==> src/rtl/bmf_pkg.sv <==
// shared constants for the batch median filter
`timescale 1ns / 1ps
`default_nettype none

package bmf_pkg;

	// default depth of the sample store
	localparam int WINDOW_MAX_DEF = 16;
	// default sample width in bits
	localparam int SAMPLE_BITS_DEF = 16;

endpackage

`default_nettype wire

==> src/rtl/bmf_store.sv <==
// sample store: one write port, one synchronous (registered) read port
`timescale 1ns / 1ps
`default_nettype none

module bmf_store #(
	parameter int WINDOW_MAX  = bmf_pkg::WINDOW_MAX_DEF,
	parameter int SAMPLE_BITS = bmf_pkg::SAMPLE_BITS_DEF,
	localparam int IDX_W = $clog2(WINDOW_MAX)
) (
	input  wire logic                   clk,
	input  wire logic                   we,
	input  wire logic [IDX_W-1:0]       waddr,
	input  wire logic [SAMPLE_BITS-1:0] wdata,
	input  wire logic [IDX_W-1:0]       raddr,
	output logic      [SAMPLE_BITS-1:0] rdata
);

	logic [SAMPLE_BITS-1:0] mem [WINDOW_MAX];

	always_ff @(posedge clk) begin
		if (we) begin
			mem[waddr] <= wdata;
		end
	end

	always_ff @(posedge clk) begin
		rdata <= mem[raddr];
	end

endmodule

`default_nettype wire

==> src/rtl/bmf_out.sv <==
// result stage: middle-pair average and output register
`timescale 1ns / 1ps
`default_nettype none

module bmf_out #(
	parameter int SAMPLE_BITS = bmf_pkg::SAMPLE_BITS_DEF,
	parameter int CNT_W       = 5
) (
	input  wire logic                   clk,
	input  wire logic                   arst_n,
	input  wire logic                   load,
	input  wire logic [SAMPLE_BITS-1:0] lo,
	input  wire logic [SAMPLE_BITS-1:0] hi,
	input  wire logic [CNT_W-1:0]       count,
	input  wire logic                   ovf,
	output logic                        can_load,
	output logic                        out_valid,
	input  wire logic                   out_ready,
	output logic      [SAMPLE_BITS-1:0] median,
	output logic      [CNT_W-1:0]       used_count,
	output logic                        overflowed
);

	logic [SAMPLE_BITS:0] sum;
	logic [SAMPLE_BITS:0] adj;
	logic                 valid_q;
	logic [SAMPLE_BITS-1:0] median_q;
	logic [CNT_W-1:0]     count_q;
	logic                 ovf_q;

	// sum of the middle pair, then halve toward zero (add one when negative)
	assign sum = {lo[SAMPLE_BITS-1], lo} + {hi[SAMPLE_BITS-1], hi};
	assign adj = sum + {{SAMPLE_BITS{1'b0}}, sum[SAMPLE_BITS]};

	assign can_load = !valid_q || out_ready;

	always_ff @(posedge clk or negedge arst_n) begin
		if (!arst_n) begin
			valid_q <= 1'b0;
		end else if (load) begin
			valid_q <= 1'b1;
		end else if (out_ready) begin
			valid_q <= 1'b0;
		end
	end

	always_ff @(posedge clk) begin
		if (load) begin
			median_q <= adj[SAMPLE_BITS:1];
			count_q  <= count;
			ovf_q    <= ovf;
		end
	end

	assign out_valid  = valid_q;
	assign median     = median_q;
	assign used_count = count_q;
	assign overflowed = ovf_q;

endmodule

`default_nettype wire

==> src/rtl/batch_median_filter_top.sv <==
// batch median filter: sorted sample store, control sequencer and result stage
//
//  channel | direction | handshake            | payload
//  --------+-----------+----------------------+-----------------------------------
//  in      | input     | in_valid / in_ready  | sample (signed), last
//  out     | output    | out_valid / out_ready| median (signed), used_count, overflowed
//
// each sample is placed in sorted order as it arrives: the store is walked down
// from the fill point, one read-compare-write per cycle, each larger kept sample
// moving up one slot. the closing item then steps through ST_MED_A, ST_MED_B
// and ST_MED_C to read the middle pair and load the result.
// a dropped sample (store full) is not stored; reset clears count and mark,
// the store itself is left as is. in_ready is low while an item is at work;
// a waiting result stalls the next batch close in ST_MED_C, and intake with it.
`timescale 1ns / 1ps
`default_nettype none

module batch_median_filter_top #(
	parameter int WINDOW_MAX  = bmf_pkg::WINDOW_MAX_DEF,
	parameter int SAMPLE_BITS = bmf_pkg::SAMPLE_BITS_DEF,
	localparam int IDX_W = $clog2(WINDOW_MAX),
	localparam int CNT_W = $clog2(WINDOW_MAX + 1)
) (
	input  wire logic                   clk,
	input  wire logic                   arst_n,
	input  wire logic                   in_valid,
	output logic                        in_ready,
	input  wire logic [SAMPLE_BITS-1:0] sample,
	input  wire logic                   last,
	output logic                        out_valid,
	input  wire logic                   out_ready,
	output logic      [SAMPLE_BITS-1:0] median,
	output logic      [CNT_W-1:0]       used_count,
	output logic                        overflowed
);

	localparam logic [CNT_W-1:0] FULL = CNT_W'(WINDOW_MAX);

	typedef enum logic [4:0] {
		ST_IDLE  = 5'b00001,
		ST_SHIFT = 5'b00010,
		ST_MED_A = 5'b00100,
		ST_MED_B = 5'b01000,
		ST_MED_C = 5'b10000
	} state_t;

	state_t                 state_q, state_d;
	logic [CNT_W-1:0]       fill_q;
	logic                   ovf_q;
	logic [IDX_W-1:0]       pos_q;
	logic [SAMPLE_BITS-1:0] key_q;
	logic                   last_q;
	logic [SAMPLE_BITS-1:0] lo_q;

	logic                   accept;
	logic                   full;
	logic                   we;
	logic [IDX_W-1:0]       waddr;
	logic [SAMPLE_BITS-1:0] wdata;
	logic [IDX_W-1:0]       raddr;
	logic [SAMPLE_BITS-1:0] rdata;
	logic                   larger;
	logic [IDX_W-1:0]       lo_idx;
	logic [IDX_W-1:0]       hi_idx;
	logic [CNT_W-1:0]       fill_m1;
	logic                   can_load;
	logic                   load;

	assign in_ready = (state_q == ST_IDLE);
	assign accept   = in_valid && in_ready;
	assign full     = (fill_q == FULL);
	assign larger   = $signed(rdata) > $signed(key_q);
	assign load     = (state_q == ST_MED_C) && can_load;

	// middle pair of the sorted store; same entry twice for an odd count
	assign fill_m1 = fill_q - CNT_W'(1);
	assign lo_idx  = IDX_W'(fill_m1 >> 1);
	assign hi_idx  = IDX_W'(fill_q >> 1);

	// sequencer and store port control
	always_comb begin
		state_d = state_q;
		we      = 1'b0;
		waddr   = pos_q;
		wdata   = key_q;
		raddr   = pos_q - IDX_W'(2);
		case (state_q)
			ST_IDLE: begin
				// look at the current top entry of the sorted run
				raddr = fill_q[IDX_W-1:0] - IDX_W'(1);
				if (accept) begin
					if (!full) begin
						state_d = ST_SHIFT;
					end else if (last) begin
						state_d = ST_MED_A;
					end
				end
			end
			ST_SHIFT: begin
				we = 1'b1;
				if (pos_q != '0 && larger) begin
					// move the larger entry up one slot, read the next one down
					wdata = rdata;
				end else begin
					state_d = last_q ? ST_MED_A : ST_IDLE;
				end
			end
			ST_MED_A: begin
				raddr   = lo_idx;
				state_d = ST_MED_B;
			end
			ST_MED_B: begin
				raddr   = hi_idx;
				state_d = ST_MED_C;
			end
			ST_MED_C: begin
				// hold the read address so the high value stays while stalled
				raddr = hi_idx;
				if (can_load) begin
					state_d = ST_IDLE;
				end
			end
			default: begin
				state_d = ST_IDLE;
			end
		endcase
	end

	always_ff @(posedge clk or negedge arst_n) begin
		if (!arst_n) begin
			state_q <= ST_IDLE;
			fill_q  <= '0;
			ovf_q   <= 1'b0;
		end else begin
			state_q <= state_d;
			if (accept) begin
				if (full) begin
					ovf_q <= 1'b1;
				end else begin
					fill_q <= fill_q + CNT_W'(1);
				end
			end
			// batch closes once its result is loaded
			if (load) begin
				fill_q <= '0;
				ovf_q  <= 1'b0;
			end
		end
	end

	always_ff @(posedge clk) begin
		if (accept) begin
			key_q  <= sample;
			last_q <= last;
			pos_q  <= fill_q[IDX_W-1:0];
		end else if (state_q == ST_SHIFT && pos_q != '0 && larger) begin
			pos_q <= pos_q - IDX_W'(1);
		end
		if (state_q == ST_MED_B) begin
			lo_q <= rdata;
		end
	end

	bmf_store #(
		.WINDOW_MAX (WINDOW_MAX),
		.SAMPLE_BITS(SAMPLE_BITS)
	) u_store (
		.clk  (clk),
		.we   (we),
		.waddr(waddr),
		.wdata(wdata),
		.raddr(raddr),
		.rdata(rdata)
	);

	bmf_out #(
		.SAMPLE_BITS(SAMPLE_BITS),
		.CNT_W      (CNT_W)
	) u_out (
		.clk       (clk),
		.arst_n    (arst_n),
		.load      (load),
		.lo        (lo_q),
		.hi        (rdata),
		.count     (fill_q),
		.ovf       (ovf_q),
		.can_load  (can_load),
		.out_valid (out_valid),
		.out_ready (out_ready),
		.median    (median),
		.used_count(used_count),
		.overflowed(overflowed)
	);

	// fill count never passes the store depth
	assert property (@(posedge clk) disable iff (!arst_n) fill_q <= FULL)
		else $error("fill count beyond store depth");

	// insertion point stays inside the kept run
	assert property (@(posedge clk) disable iff (!arst_n)
		(state_q == ST_SHIFT) |-> (CNT_W'(pos_q) < fill_q))
		else $error("insertion point outside kept samples");

	// a closed batch leaves count and mark clear
	assert property (@(posedge clk) disable iff (!arst_n)
		load |=> (fill_q == '0 && !ovf_q))
		else $error("batch state not cleared after result");

	// a sample that is not last into a full store sets the overflow mark
	assert property (@(posedge clk) disable iff (!arst_n)
		(accept && full && !last) |=> ovf_q)
		else $error("dropped sample did not set overflow mark");

	// a result is only loaded for a nonempty batch
	assert property (@(posedge clk) disable iff (!arst_n)
		load |-> (fill_q != '0))
		else $error("result loaded for empty batch");

endmodule

`default_nettype wire
==> config.mk <==
export PLATFORM = sky130hd
export DESIGN_NAME = batch_median_filter_top
export DESIGN_NICKNAME = d
export VERILOG_FILES = /design/src/rtl/bmf_pkg.sv /design/src/rtl/bmf_store.sv /design/src/rtl/bmf_out.sv /design/src/rtl/batch_median_filter_top.sv
export SDC_FILE = /design/constraint.sdc
export NUM_CORES = 1
export LEC_CHECK = 0
export ABC_AREA = 1
export BUFFER_PORTS_ARGS = -buffer_cell sky130_fd_sc_hd__buf_2
export CAP_MARGIN = 20
export CORE_MARGIN = 2
export CORE_UTILIZATION = 50
export DETAILED_ROUTE_END_ITERATION = 12
export GPL_ROUTABILITY_DRIVEN = 0
export PLACE_DENSITY = 0.66
export SLEW_MARGIN = 10
export SYNTH_ARGS = -nofsm -noshare
export SYNTH_HDL_FRONTEND = slang
export SYNTH_HIERARCHICAL = 1
export SYNTH_SLANG_ARGS = --single-unit
==> constraint.sdc <==
create_clock -name clk -period 3 [get_ports clk]
set_input_delay 0.15 -clock clk [delete_from_list [all_inputs] [get_ports clk]]
set_output_delay 0.15 -clock clk [all_outputs]
set_load 0.005 [all_outputs]
-- Word level (Yosys, flattened, before mapping)
Memory sizes are Yosys's and may differ from the RTL's. A register that Yosys moved wholly into a read port is not among the register bits.
Cells that the tools add are included.
- bits in registers: 71
- latch bits: 0
- RAM bits: 256
- memory bits (read-only): 0
- input port bits: 21
- output and inout port bits: 24
- word-level logic and storage cells: 70
- memories: 1
- memories (name ; words ; width ; rd ports ; clocked after Yosys merged registers in ; wr ports ; RTL line ; text):
    u_store.mem ; 16 ; 16 ; 1 ; 1 ; 1 ; bmf_store.sv:18 ; logic [SAMPLE_BITS-1:0] mem [WINDOW_MAX];
- add/sub/neg operators: 7
- multiply operators: 0
- divide/modulo/power cells: 0
- order comparisons: 1
- equal/unequal tests: 11
- shift operators: 0
- multiplexer cells: 23
- bitwise gates (word level): 0
- reductions and logical operators: 16
- operators by type and width (operator ; number):
    $mux 5 ; 8
    $mux 16 ; 2
    $pmux 5 s5 ; 1
    $add 16x16->17 ; 1
    $add 17x1->17 ; 1
    $gt 16x16->1 ; 1
    $pmux 4 s3 ; 1
    $eq 5x5->1 const B ; 2
    $mux 1 ; 8
    $mux 4 ; 2
    $reduce_bool 2->1 ; 4
    $sub 4x1->4 const B ; 2
    $add 5x1->5 const B ; 1
    $eq 5x1->1 const B ; 1
    $eq 5x2->1 const B ; 1
    $eq 5x3->1 const B ; 1
    $eq 5x4->1 const B ; 1
    $logic_and 1x1->1 ; 5
    $sub 5x1->5 const B ; 1
    $ne 2x1->1 const B ; 2
    $ne 2x2->1 const B ; 2
    $reduce_and 2->1 ; 2
    $reduce_and 4->1 ; 1
    $reduce_bool 4->1 ; 1
    6 further kinds ; 6

-- Depth between registers and ports, before layout
Gate-level depths: netlist of the first run.
- word-level depth: 5
- gate-level depth with buffers: 17
- mapped depth without buffers: 17

-- Cells and area by module
Netlist of the first run, hierarchy kept.
- by module, submodules not included (module ; instances ; cells each ; area an instance (µm²) ; sequential area each (µm²)):
    bmf_store ; 1 ; 1074 ; 11380.9 ; 8007.7
    batch_median_filter_top ; 1 ; 295 ; 2785.2 ; 1387.6
    bmf_out ; 1 ; 346 ; 2302.2 ; 685.7

-- Worst setup path after synthesis of the first run
OpenSTA, ideal clock, no wires.
- path type: register -> register
- start: reg u_store.rdata[0], read port of u_store.mem
- end: reg u_out.median_q[14] (netlist: u_out/median[14]) (data pin)
- library setup time: 0.253 ns
- arrival time: 2.017 ns
- data required time: 2.747 ns
- slack: 0.730 ns
- cell stages (with the launch flop): 18
- path buffers: 0
- period minus slack after synthesis: 2.270 ns
- cell sequence: dfxtp_1 -> ha_1 -> inv_1 -> fa_1 -> inv_1 -> nand2_1 -> nand2_1 -> nand3_1 -> nand2_2 -> nand2_2 -> nand2_1 -> nand2_1 -> nand2_2 -> nand3_4 -> nor2_4 -> nand3_2 -> nand2_1 -> nand2_1
- word-level cells in the longest chain between the ends: 2
- RTL lines (what ; RTL line ; text):
    start, declared ; bmf_store.sv:15 ; output logic [SAMPLE_BITS-1:0] rdata
    $add 16x16->17 ; bmf_out.sv:32 ; assign sum = {lo[SAMPLE_BITS-1], lo} + {hi[SAMPLE_BITS-1], hi};
    $add 17x1->17 ; bmf_out.sv:33 ; assign adj = sum + {{SAMPLE_BITS{1'b0}}, sum[SAMPLE_BITS]};
    named net u_out.adj[15] ; bmf_out.sv:25 ; logic [SAMPLE_BITS:0] adj;
    end signal, assigned ; bmf_out.sv:49 ; median_q <= adj[SAMPLE_BITS:1];
    end, declared ; bmf_out.sv:27 ; logic [SAMPLE_BITS-1:0] median_q;
The timed path passes the listed nets, and every way through them passes these cells.
A chain may end at the register's enable or synchronous reset.

-- Worst setup path in the final report of the first run
- start: reg key_q[11]
- end: mem u_store/mem[14][0] in the netlist's numbering (data pin)
- word-level cells in the longest chain between the ends: 4
- RTL lines (what ; RTL line ; text):
    start, declared ; batch_median_filter_top.sv:51 ; logic [SAMPLE_BITS-1:0] key_q;
    start signal, assigned ; batch_median_filter_top.sv:153 ; key_q <= sample;
    $gt 16x16->1 ; batch_median_filter_top.sv:72 ; assign larger = $signed(rdata) > $signed(key_q);
    $logic_and 1x1->1 ; batch_median_filter_top.sv:101 ; if (pos_q != '0 && larger) begin
    $mux 16 ; batch_median_filter_top.sv:101 ;
    $mux 16 ; batch_median_filter_top.sv:87 ; case (state_q)
    named net wdata[0] ; batch_median_filter_top.sv:59 ; logic [SAMPLE_BITS-1:0] wdata;
    end, declared ; bmf_store.sv:18 ;
The timed path passes the listed nets, and every way through them passes these cells.

==> metrics.log, run 1 <==
INFO  metric max-vdd-ir-drop = 1.203 mV
INFO  metric dieHeight = 185.5 um
INFO  metric critPathKind = reg -> reg
INFO  metric clk_transition_reported_paths = 0.06 ns
INFO  metric p_per_area = 1162 nW/um2
INFO  metric finalWirelength = 39700 um
INFO  metric avgViaCountPerCell = 5.119
INFO  metric critPathLaunch = key_q[11]
INFO  metric vias = 11760
INFO  metric largest_net_degree_at_the_start_of_global_routing = 59
INFO  metric crit_required = 3.22 ns
INFO  metric placeableCoreArea = 32450 um2
INFO  metric synth_warnings = 6
INFO  metric critical_path.n_buffers_inverters = 2
INFO  metric global_route.usage.total = 23.84%
INFO  metric design.portCount = 45
INFO  metric max_stage_delay = 0.55 ns
INFO  metric clkSinkCount = 343
INFO  metric result_of_the_run = finished clean
INFO  metric grt_pass1_vias = 11480
INFO  metric worst_hold_slack = 0.09861 ns
INFO  metric final.fill_count = 2706
INFO  metric hold_viol_final = 0
INFO  metric cts-resized-gates = 0
INFO  metric path_max_fanout = 16
INFO  metric start_util = 50.74%
INFO  metric grt.met1_usage = 30.25%
INFO  metric cts_tree = done
INFO  metric setup-violations-final = 0
INFO  metric placedCellCount = 2209
INFO  metric timing.clock.skew = 0.01604 ns
INFO  metric achievable-frequency = 371.5 MHz
INFO  metric clock_tree.htree_level_count = 2
INFO  metric worstPathCellList = inv_1 > ha_1 > nand2_1 > nor2_1 > nand2_2 > nor2_4 > nand2_2 > nand4_1 > nand3_4 > buf_12 > o21ai_2
INFO  metric number_of_enable_flip_flop_cells_after_synthesis = 315
INFO  metric synth.ff_latch_count = 343
INFO  metric finalSetupTns = 0 ns
INFO  metric drc_errors = 0
INFO  metric yosysSeqAreaShare = 61.21%
INFO  metric worst_pin_slew = 0.7782 ns
INFO  metric cts_buffers = 38
INFO  metric count_of_cells_along_the_worst_register_to_register_path = 11
INFO  metric route.antenna.remaining_nets = 0
INFO  metric final_max_slew_viol_count = 0
INFO  metric cap_viol_max_count = 0
INFO  metric category_of_cells_accounting_for_the_largest_share_of_critical_path_delay = simple AND/OR/NAND/NOR gates
INFO  metric fin_nets = 1886
INFO  metric rsz_0062_raised_after_global_routing = false
INFO  metric grt_antenna_before_repair = 0
INFO  metric synthFlopType = sky130_fd_sc_hd__edfxtp_1
INFO  metric worst-r2r-setup-slack = 0.31 ns
INFO  metric stdcell_count = 2298
INFO  metric worstSetupStartpointType = flop
INFO  metric proportion_of_netlist_area_held_by_the_largest_area_contributor = 57.44%
INFO  metric dp_hpwl = 25010 um
INFO  metric synth.most_common_cell = sky130_fd_sc_hd__nand2_1
INFO  metric critical_path.reg2reg.endpoint = u_store/mem[14][0]
INFO  metric min_path_type = in -> async
INFO  metric r2r_start = key_q[11]
INFO  metric drt_first_iter_violations = 948
INFO  metric syn_area = 16470 um2
INFO  metric portBuffers = 44
INFO  metric top_usage_layer = met2
INFO  metric netlist_top_cells_count = sky130_fd_sc_hd__nand2_1, sky130_fd_sc_hd__inv_1, sky130_fd_sc_hd__edfxtp_1, sky130_fd_sc_hd__nand3_1, sky130_fd_sc_hd__nor2_1
INFO  metric ctsLongestPathBuffers = 3
INFO  metric worst-endpoint-arrival = 2.91 ns
INFO  metric drive_gt1_share = 12.88%
INFO  metric fp-row-count = 66
INFO  metric grt_util_met3 = 3.874%
INFO  metric async_flop_share = 3.499%
INFO  metric gr-usage-met2 = 40.43%
INFO  metric distinct_cell_type_count_after_synthesis = 38
INFO  metric clk_root_buffer_cell = sky130_fd_sc_hd__clkbuf_16
INFO  metric netlist.top_cell.by_area = sky130_fd_sc_hd__edfxtp_1
INFO  metric finalCritPeriodShare = 89.72%
INFO  metric floorplan.die_area = 34400 um2
INFO  metric period_minus_slack = 2.692 ns
INFO  metric postSynthCellCount = 1715
INFO  metric static-leakage-power = 8.534 nW
INFO  metric cp-end-kind = flop
INFO  metric cpMaxStageDelayCell = sky130_fd_sc_hd__o21ai_2
INFO  metric syn_to_final_growth = 15.13%
INFO  metric dieWidth = 185.5 um
INFO  metric grt_first_pass_wirelength = 61630 um
INFO  metric max_slew_margin = 48.12%
INFO  metric firstDrtPassIters = 5
INFO  metric post_drt_wl_per_cell = 17.28 um
INFO  metric antennaDiodeCount = 0
INFO  metric crit_path_frequent_cell = sky130_fd_sc_hd__nand2_2
INFO  metric clkLatencyLatePin = 0.52 ns
INFO  metric synth.net_count = 1774
INFO  metric gr-total-overflow = 0
INFO  metric synth_top_cells_by_area = sky130_fd_sc_hd__edfxtp_1, sky130_fd_sc_hd__nand2_1, sky130_fd_sc_hd__inv_1, sky130_fd_sc_hd__nand3_1, sky130_fd_sc_hd__ha_1
INFO  metric synthesis.area_per_instance = 9.603 um2
-- logic make-up (layout without fill, tap and decap cells) --
kind of cell | Yosys count | in the layout | synth area share, %
and+or+nand+nor | 886 | 886 | 23.35
buffers and inverters | 376 | 517 | 9.413
xor gates and xnor gates | 15 | 15 | 0.8889
adders and majority gates | 38 | 38 | 2.933
DFF | 343 | 343 | 61.21
AOI/OAI and AO/OA | 57 | 57 | 2.203
-- worst reg2reg max path: cells and delay by family, from the launching register on --
kind                       cells  cell delay (ns)
AOI/OAI and AO/OA              1             0.55
adders and majority gates      1             0.29
buffers and inverters          2             0.28
DFF                            1             0.40
and+or+nand+nor                7             0.88
-- through the flow --
step	util (%)	total power [mW]	area, um2	setup slack [ns]
6_report	58.42	22.03	18960	0.3083
2_1_floorplan	-	14.17	16470	0.7302
3_5_place_dp	54.09	17.52	17550	0.3556
5_1_grt	58.42	23.60	18960	0.1132
3_3_place_gp	54.09	17.35	17550	0.4185
4_1_cts	58.42	22.05	18960	0.3217
-- metal layers --
| layer | part of all wire (%) | up-vias |
|---|---|---|
| met2 | 48 | 395 |
| met4 | 4.1 | 0 |
| met1 | 41 | 5531 |
| met5 | 0 | - |
| met3 | 6.6 | 101 |
| li1 | - | 5737 |
-- cell type report --
type	instances	area [um2]	share of cell area, %
multi-input combinational	996	4905	25.87
clock inverter	7	92.59	0.4884
tap	442	553.0	2.917
timing repair buffer	128	1013	5.345
sequential	343	10080	53.17
inverter	320	1202	6.342
clock buffer	62	1112	5.867
-- how the worst max path moves through the flow --
stage                               to  slack (ns)  depth (start not counted)
CTS                 u_store/mem[11][0]        0.32                         11
global route          u_store/rdata[9]        0.11                         14
global placement    u_store/mem[14][0]        0.42                         11
detailed placement   u_store/mem[5][0]        0.36                         11
floorplan             u_out/median[14]        0.73                         17
finish              u_store/mem[14][0]        0.31                         11
-- registers in the layout, summed over array words and instances (netlist names), 4 cells and up --
name              count
u_out/used_count      5
state_q               5
fill_q                5
pos_q                 4
key_q                16
u_out/median         16
lo_q                 16
u_store/rdata        16
u_store/mem         256
-- where the power goes --
| part | internal, mW | total [mW] | switching (mW) | leakage, nW |
|---|---|---|---|---|
| clock network | 2.71 | 4.46 | 1.76 | 0.586 |
| logic | 3.57 | 11.0 | 7.43 | 4.82 |
| registers | 6.22 | 6.56 | 0.340 | 3.13 |
-- what timing repair did --
| item | in CTS | in global routing |
|---|---|---|
| hold buffers | 20 | 0 |
| setup buffers | 0 | 0 |
| endpoints found under the hold margin | 31 | 0 |
-- placed cells by master, fill, tap and decap left out, types with 4 or more instances in the layout --
| master | n |
|---|---|
| sky130_fd_sc_hd__nand3_1 | 232 |
| sky130_fd_sc_hd__nor3_1 | 5 |
| sky130_fd_sc_hd__dfrtp_1 | 11 |
| sky130_fd_sc_hd__nor2_4 | 8 |
| sky130_fd_sc_hd__clkinv_2 | 4 |
| sky130_fd_sc_hd__buf_2 | 44 |
| sky130_fd_sc_hd__dfxtp_1 | 16 |
| sky130_fd_sc_hd__and2_1 | 4 |
| sky130_fd_sc_hd__nor2_1 | 37 |
| sky130_fd_sc_hd__xor2_1 | 10 |
| sky130_fd_sc_hd__o21ai_2 | 16 |
| sky130_fd_sc_hd__nand3b_1 | 4 |
| sky130_fd_sc_hd__buf_4 | 55 |
| sky130_fd_sc_hd__nor2_2 | 22 |
| sky130_fd_sc_hd__buf_12 | 9 |
| sky130_fd_sc_hd__clkbuf_1 | 18 |
| sky130_fd_sc_hd__a21oi_1 | 20 |
| sky130_fd_sc_hd__inv_1 | 316 |
| sky130_fd_sc_hd__ha_1 | 37 |
| sky130_fd_sc_hd__clkbuf_8 | 5 |
| sky130_fd_sc_hd__nand2_1 | 541 |
| sky130_fd_sc_hd__o21ai_0 | 13 |
| sky130_fd_sc_hd__dlygate4sd3_1 | 20 |
| sky130_fd_sc_hd__edfxtp_1 | 315 |
| sky130_fd_sc_hd__nand2_2 | 15 |
| sky130_fd_sc_hd__nand4_1 | 9 |
| sky130_fd_sc_hd__nand3_2 | 4 |
| sky130_fd_sc_hd__clkbuf_16 | 39 |
(Power assumes the default switching activity.)
==> run 2: changes to the inputs <==
- PLACE_DENSITY: 0.66 -> default
- PLACE_DENSITY_LB_ADDON: default -> 0.08
==> run 2 against run 1 <==
  * Via count is 2.6% lower
  * Clock skew is 0.0017 ns lower
  * Power is 1.5% lower
  * Cell count is 0.78% lower
  * Sequential share of layout area is 0.56 points higher
  * Register-to-register slack worse by 0.099 ns
  * Critical path type unchanged
  * Largest power group unchanged
  * Highest routed layer is now met5
==> metrics.log, run 2 (synthesized netlist as in run 1, its figures left out) <==
INFO  metric result_of_the_run = finished clean
INFO  metric met1_length = 17510 um (+6.3%)
INFO  metric dieHeight = 185.5 um (unchanged)
INFO  metric leading_cell_types_in_the_layout_fill_and_taps_excluded = sky130_fd_sc_hd__nand2_1, sky130_fd_sc_hd__inv_1, sky130_fd_sc_hd__edfxtp_1
INFO  metric cts_buffers = 39 (+2.6%)
INFO  metric finalSetupTns = 0 ns (unchanged)
INFO  metric min_path_type = in -> async
INFO  metric dieWidth = 185.5 um (unchanged)
INFO  metric grt_antenna_before_repair = 1 (+1)
INFO  metric grt_pass1_vias = 11060 (-3.7%)
INFO  metric cp-end-kind = flop
INFO  metric timing.clock.skew = 0.01437 ns (-0.001675 ns)
INFO  metric registers.top_by_ff_count = u_store/mem
INFO  metric p_per_area = 1156 nW/um2 (-0.48%)
INFO  metric total_power = 21.70 mW (-1.5%)
INFO  metric period_minus_slack = 2.791 ns (+0.09928 ns)
INFO  metric clkLatencyLatePin = 0.53 ns (about the same)
INFO  metric vias = 11460 (-2.6%)
INFO  metric setup-violations-final = 0 (unchanged)
INFO  metric cts_tree = done
INFO  metric avgViaCountPerCell = 5.025 (-1.8%)
INFO  metric drt_first_iter_violations = 668 (-30%)
INFO  metric route.antenna.remaining_nets = 0 (unchanged)
INFO  metric max_slew_margin = 50.38% (+2.3 points)
INFO  metric clkSinkCount = 343 (unchanged)
INFO  metric syn_to_final_growth = 13.93%
INFO  metric wl_met2 = 18430 um (-3.0%)
INFO  metric static-leakage-power = 8.426 nW (-1.3%)
INFO  metric antennaDiodeCount = 0 (unchanged)
INFO  metric fin_nets = 1869 (-0.90%)
INFO  metric path_max_fanout = 6 (-10)
INFO  metric largest_net_degree_at_the_start_of_global_routing = 71 (+20%)
INFO  metric length_of_routed_met3_wiring = 2258 um (-14%)
INFO  metric firstDrtPassIters = 5 (unchanged)
INFO  metric clock_tree.htree_level_count = 2 (unchanged)
INFO  metric portBuffers = 44 (unchanged)
INFO  metric worst-endpoint-arrival = 3.07 ns (+0.16 ns)
INFO  metric max-vdd-ir-drop = 0.6597 mV (-45%)
INFO  metric final_max_slew_viol_count = 0 (unchanged)
INFO  metric dp_hpwl = 24720 um (-1.2%)
INFO  metric clk_transition_reported_paths = 0.06 ns (about the same)
INFO  metric achievable-frequency = 358.3 MHz (-3.6%)
INFO  metric grt_first_pass_wirelength = 61430 um (-0.32%)
INFO  metric worst_pin_slew = 0.7443 ns (-0.03395 ns)
INFO  metric final_common_cell = sky130_fd_sc_hd__nand2_1
INFO  metric crit_required = 3.28 ns (+0.06 ns)
INFO  metric gr-total-overflow = 0 (unchanged)
INFO  metric finalWirelength = 39580 um (-0.32%)
INFO  metric rsz_0062_raised_after_global_routing = false
INFO  metric start_util = 50.74% (unchanged)
INFO  metric cap_viol_max_count = 0 (unchanged)
INFO  metric fp-row-count = 66 (unchanged)
INFO  metric largest_register_ffs = 256 (unchanged)
INFO  metric design.portCount = 45 (unchanged)
INFO  metric dr.max_layer_used = met5
INFO  metric placeableCoreArea = 32450 um2 (unchanged)
INFO  metric clk_root_buffer_cell = sky130_fd_sc_hd__clkbuf_16
INFO  metric global_route.usage.total = 23.93% (+0.088 points)
INFO  metric worstSetupStartpointType = flop
INFO  metric critPathKind = reg -> reg
INFO  metric final.fill_count = 2820 (+4.2%)
INFO  metric drc_errors = 0 (unchanged)
INFO  metric ctsLongestPathBuffers = 3 (unchanged)
INFO  metric drive_gt1_share = 12.35% (-0.53 points)
INFO  metric hold_viol_final = 0 (unchanged)
INFO  metric finalCritPeriodShare = 93.03% (+3.3 points)
INFO  metric floorplan.die_area = 34400 um2 (unchanged)
INFO  metric post_drt_wl_per_cell = 17.36 um (+0.47%)
-- run 2: cell count changes in the layout (fill, tap and decap cells not counted), sizes merged --
cell      change
buf          -18
clkbuf       -12
clkinv       +12
bufinv        -1
clkinvlp      +1
-- run 2: critical path, cell delays in order, from the launching register on --
cell	delay [ns]
sky130_fd_sc_hd__dfxtp_2	0.39
sky130_fd_sc_hd__ha_1	0.22
sky130_fd_sc_hd__inv_1	0.06
sky130_fd_sc_hd__fa_1	0.38
sky130_fd_sc_hd__inv_1	0.11
sky130_fd_sc_hd__nand2_1	0.07
sky130_fd_sc_hd__nand2_1	0.08
sky130_fd_sc_hd__nand3_1	0.09
sky130_fd_sc_hd__nand2_2	0.16
sky130_fd_sc_hd__nand2_2	0.07
sky130_fd_sc_hd__nand2_1	0.06
sky130_fd_sc_hd__nand2_1	0.05
sky130_fd_sc_hd__nand2_2	0.15
sky130_fd_sc_hd__nand3_4	0.18
sky130_fd_sc_hd__nor2_4	0.24
sky130_fd_sc_hd__nand3_1	0.12
sky130_fd_sc_hd__nand2_1	0.08
sky130_fd_sc_hd__inv_1	0.04
-- run 2: power breakdown --
| part | internal, mW | switching (mW) |
|---|---|---|
| Clock | 2.59 | 1.85 |
| Combinational | 3.29 | 7.37 |
| Sequential | 6.23 | 0.376 |
-- run 2: final cells by class --
class	instances	area, um2	share of cell area [%]
inverter	320	1202	6.408
tap	442	553.0	2.947
sequential	343	10080	53.73
clock buffer	50	1059	5.642
clock inverter	19	141.4	0.7535
timing repair buffer	110	815.8	4.348
multi-input combinational	996	4910	26.17
-- run 2: worst paths after layout --
check	start	endpoint	slack [ns]	cells past startpoint
hold reg to reg	ovf_q	u_out/overflowed	0.47	0
setup reg to reg	u_store/rdata[0]	u_out/median[15]	0.21	17
hold / removal	arst_n	u_out/out_valid	0.05	2
min in group clk	sample[2]	key_q[2]	0.34	2
max in group asynchronous	arst_n	state_q[0]	2.67	2
setup / recovery	u_store/rdata[0]	u_out/median[15]	0.21	17
-- run 2: what timing repair did --
item,in CTS,in global routing
setup endpoints to repair,0,3
gates resized for setup,0,2
hold buffers,20,0
setup buffers,0,1
hold endpoints to repair,31,0
-- run 2: through the flow --
| step | util, % | instance area [um2] | hold slack (ns) | cells | worst slack, ns |
|---|---|---|---|---|---|
| after floorplan | - | 16470 | -0.1456 | 1715 | 0.7302 |
| after global routing | 57.81 | 18760 | 0.06995 | 2280 | 0.05690 |
| after global placement | 53.46 | 17350 | 0.05462 | 2190 | 0.2286 |
| after detailed placement | 53.46 | 17350 | 0.05173 | 2190 | 0.1866 |
| after CTS | 57.77 | 18750 | 0.03145 | 2279 | 0.1408 |
| final | 57.81 | 18760 | 0.04914 | 2280 | 0.2090 |
-- run 2: per-layer routing --
layer,track usage [%],vias up
met5,0,-
met4,8.825,2
met3,3.463,95
met2,39.85,325
met1,31.98,5340
li1,-,5695
==> run 3: changes to the inputs <==
- CELL_PAD_IN_SITES_DETAIL_PLACEMENT: default -> 0
- CELL_PAD_IN_SITES_GLOBAL_PLACEMENT: default -> 1
- CORE_UTILIZATION: 50 -> 49
==> run 3 against run 2 <==
  * Critical path depth did not move
  * Largest cell class unchanged
  * Via count rose by 0.72%
  * Sequential cell count did not move
==> metrics.log, run 3 (synthesized netlist as in run 1, its figures left out) <==
INFO  metric result_of_the_run = finished clean
INFO  metric worst-endpoint-arrival = 3.02 ns (-0.05 ns)
INFO  metric final_design_area_no_fill = 18810 um2 (+0.23%)
INFO  metric final.fill_count = 2971 (+5.4%)
INFO  metric max_stage_delay = 0.42 ns (+0.03 ns)
INFO  metric critical_path.reg2reg.endpoint = u_out/median[15]
INFO  metric hold_viol_final = 0 (unchanged)
INFO  metric period_minus_slack = 2.727 ns (-0.06440 ns)
INFO  metric grt_pass1_vias = 10960 (-0.86%)
INFO  metric portBuffers = 44 (unchanged)
INFO  metric drt_first_iter_violations = 929 (+39%)
INFO  metric finalCritPeriodShare = 90.89% (-2.1 points)
INFO  metric cp-end-kind = flop
INFO  metric drive_gt1_share = 12.21% (-0.14 points)
INFO  metric cpMaxStageDelayCell = sky130_fd_sc_hd__dfxtp_2
INFO  metric worstPathCellList = ha_1 > inv_1 > fa_1 > inv_1 > nand2_1 > nand2_1 > nand3_1 > nand2_2 > nand2_2 > nand2_1 > nand2_1 > nand2_2 > nand3_4 > nor2_4 > nand3_1 > nand2_1 > inv_1
INFO  metric stdcell_count = 2283 (+0.13%)
INFO  metric grt_first_pass_wirelength = 64240 um (+4.6%)
INFO  metric clkLatencyLatePin = 0.53 ns (about the same)
INFO  metric worst_pin_slew = 0.7768 ns (+0.03250 ns)
INFO  metric final_util = 56.51% (-1.3 points)
INFO  metric grt_antenna_before_repair = 0 (-1)
INFO  metric vias = 11540 (+0.72%)
INFO  metric crit_required = 3.30 ns (+0.02 ns)
INFO  metric count_of_cells_along_the_worst_register_to_register_path = 17 (unchanged)
INFO  metric placeableCoreArea = 33280 um2 (+2.5%)
INFO  metric placedCellCount = 2195 (+0.23%)
INFO  metric syn_to_final_growth = 14.20%
INFO  metric worst-r2r-setup-slack = 0.27 ns (+0.06 ns)
INFO  metric worstSetupStartpointType = flop
INFO  metric design.portCount = 45 (unchanged)
INFO  metric fin_nets = 1866 (-0.16%)
INFO  metric setup-violations-final = 0 (unchanged)
INFO  metric post_dp_cell_area = 17410 um2 (+0.36%)
INFO  metric critPathKind = reg -> reg
INFO  metric cts_buffers = 38 (-2.6%)
INFO  metric cts_tree = done
INFO  metric category_of_cells_accounting_for_the_largest_share_of_critical_path_delay = simple AND/OR/NAND/NOR gates
INFO  metric cap_viol_max_count = 0 (unchanged)
INFO  metric p_per_area = 1172 nW/um2 (+1.4%)
INFO  metric registers.top_by_ff_count = u_store/mem
INFO  metric gr-total-overflow = 0 (unchanged)
INFO  metric dp_hpwl = 25700 um (+4.0%)
INFO  metric leading_cell_types_in_the_layout_fill_and_taps_excluded = sky130_fd_sc_hd__nand2_1, sky130_fd_sc_hd__inv_1, sky130_fd_sc_hd__edfxtp_1
INFO  metric finalSetupTns = 0 ns (unchanged)
INFO  metric dieWidth = 187.3 um (+0.99%)
INFO  metric clk_transition_reported_paths = 0.06 ns (about the same)
INFO  metric antennaDiodeCount = 0 (unchanged)
INFO  metric final_max_slew_viol_count = 0 (unchanged)
INFO  metric critical_path.n_buffers_inverters = 3 (unchanged)
INFO  metric achievable-frequency = 366.8 MHz (+2.4%)
INFO  metric ctsLongestPathBuffers = 3 (unchanged)
INFO  metric clock_tree.htree_level_count = 2 (unchanged)
INFO  metric clkSinkCount = 343 (unchanged)
INFO  metric path_max_fanout = 6 (unchanged)
INFO  metric fp-row-count = 67 (+1.5%)
INFO  metric largest_net_degree_at_the_start_of_global_routing = 100 (+41%)
INFO  metric global_route.usage.total = 24.44% (+0.51 points)
INFO  metric static-leakage-power = 8.430 nW (about the same)
INFO  metric post_drt_wl_per_cell = 18.38 um (+5.9%)
INFO  metric finalWirelength = 41960 um (+6.0%)
INFO  metric min_path_type = in -> async
INFO  metric final_common_cell = sky130_fd_sc_hd__nand2_1
INFO  metric route.antenna.remaining_nets = 0 (unchanged)
INFO  metric crit_path_frequent_cell = sky130_fd_sc_hd__nand2_1
INFO  metric avgViaCountPerCell = 5.055 (+0.59%)
INFO  metric timing.clock.skew = 0.02432 ns (+0.009948 ns)
INFO  metric clk_root_buffer_cell = sky130_fd_sc_hd__clkbuf_16
INFO  metric cts_post_setup_buffers_inserted = 0 (unchanged)
INFO  metric firstDrtPassIters = 7 (+2)
INFO  metric floorplan.die_area = 35090 um2 (+2.0%)
INFO  metric start_util = 49.48% (-1.3 points)
INFO  metric max_slew_margin = 48.22% (-2.2 points)
INFO  metric drc_errors = 0 (unchanged)
INFO  metric largest_register_ffs = 256 (unchanged)
INFO  metric rsz_0062_raised_after_global_routing = false
INFO  metric max-vdd-ir-drop = 0.6844 mV (+3.7%)
INFO  metric total_power = 22.04 mW (+1.6%)
INFO  metric dieHeight = 187.3 um (+0.99%)
INFO  metric r2r_start = u_store/rdata[0]
==> run 3: changes by cell type in the layout (fill, tap and decap cells not counted) <==
cell | previous run | this run
sky130_fd_sc_hd__nor3_2 | 1 | 0
sky130_fd_sc_hd__clkbuf_1 | 8 | 9
sky130_fd_sc_hd__bufinv_16 | 1 | 2
sky130_fd_sc_hd__clkinv_8 | 2 | 0
sky130_fd_sc_hd__clkbuf_16 | 40 | 39
sky130_fd_sc_hd__clkinv_4 | 0 | 1
sky130_fd_sc_hd__clkinvlp_4 | 1 | 2
sky130_fd_sc_hd__clkinv_1 | 6 | 4
sky130_fd_sc_hd__clkbuf_8 | 2 | 3
sky130_fd_sc_hd__clkinv_2 | 9 | 8
sky130_fd_sc_hd__buf_12 | 4 | 9
sky130_fd_sc_hd__buf_4 | 42 | 35
sky130_fd_sc_hd__nor3_1 | 4 | 5
==> run 3: timing repair <==
action	in CTS	in global routing
setup endpoints to repair	0	8
resized for setup	0	1
hold endpoints to repair	32	0
hold buffers	20	0
==> run 3: worst max path at each step <==
stage	start	end	slack (ns)	cells past startpoint
floorplan	u_store/rdata[0]	u_out/median[14]	0.73	17
global placement	u_store/rdata[0]	u_out/median[15]	0.19	17
detailed placement	u_store/rdata[0]	u_out/median[7]	0.17	14
CTS	u_store/rdata[0]	u_out/median[7]	0.16	14
global route	u_store/rdata[0]	u_out/median[15]	0.005	17
finish	u_store/rdata[0]	u_out/median[15]	0.27	17
==> run 3: power by group <==
| group | switching [mW] | internal [mW] | total, mW |
|---|---|---|---|
| Clock | 1.83 | 2.63 | 4.47 |
| Combinational | 7.63 | 3.40 | 11.0 |
| Sequential | 0.321 | 6.22 | 6.54 |
==> run 3: layout make-up <==
class	count	area, um2	share of cell area (%)
inverter	320	1202	6.393
clock inverter	17	142.6	0.7584
timing repair buffer	108	863.3	4.591
tap	448	560.5	2.981
clock buffer	51	1051	5.588
sequential	343	10080	53.61
multi-input combinational	996	4905	26.08
==> run 3: worst reg2reg max path, stage by stage (launching register included) <==
cell                      delay, ns
sky130_fd_sc_hd__dfxtp_2       0.42
sky130_fd_sc_hd__ha_1          0.22
sky130_fd_sc_hd__inv_1         0.06
sky130_fd_sc_hd__fa_1          0.39
sky130_fd_sc_hd__inv_1         0.12
sky130_fd_sc_hd__nand2_1       0.08
sky130_fd_sc_hd__nand2_1       0.07
sky130_fd_sc_hd__nand3_1       0.08
sky130_fd_sc_hd__nand2_2       0.16
sky130_fd_sc_hd__nand2_2       0.07
sky130_fd_sc_hd__nand2_1       0.06
sky130_fd_sc_hd__nand2_1       0.06
sky130_fd_sc_hd__nand2_2       0.12
sky130_fd_sc_hd__nand3_4       0.17
sky130_fd_sc_hd__nor2_4        0.22
sky130_fd_sc_hd__nand3_1       0.10
sky130_fd_sc_hd__nand2_1       0.06
sky130_fd_sc_hd__inv_1         0.04
==> run 3: stage by stage <==
stage | hold WS, ns | setup slack (ns)
finish | 0.03868 | 0.2734
global route | 0.05492 | 0.005302
floorplan | -0.1456 | 0.7302
CTS | 0.02301 | 0.1614
detailed placement | 0.05630 | 0.1728
global placement | 0.05278 | 0.1910
==> run 3: metal layers <==
layer,share of wire (%),wire [um],GRT usage (%)
met1,45,18840,34.25
met2,46,19220,39.06
met3,6.8,2845,4.296
met4,2.5,1062,7.601
met5,0,0,0
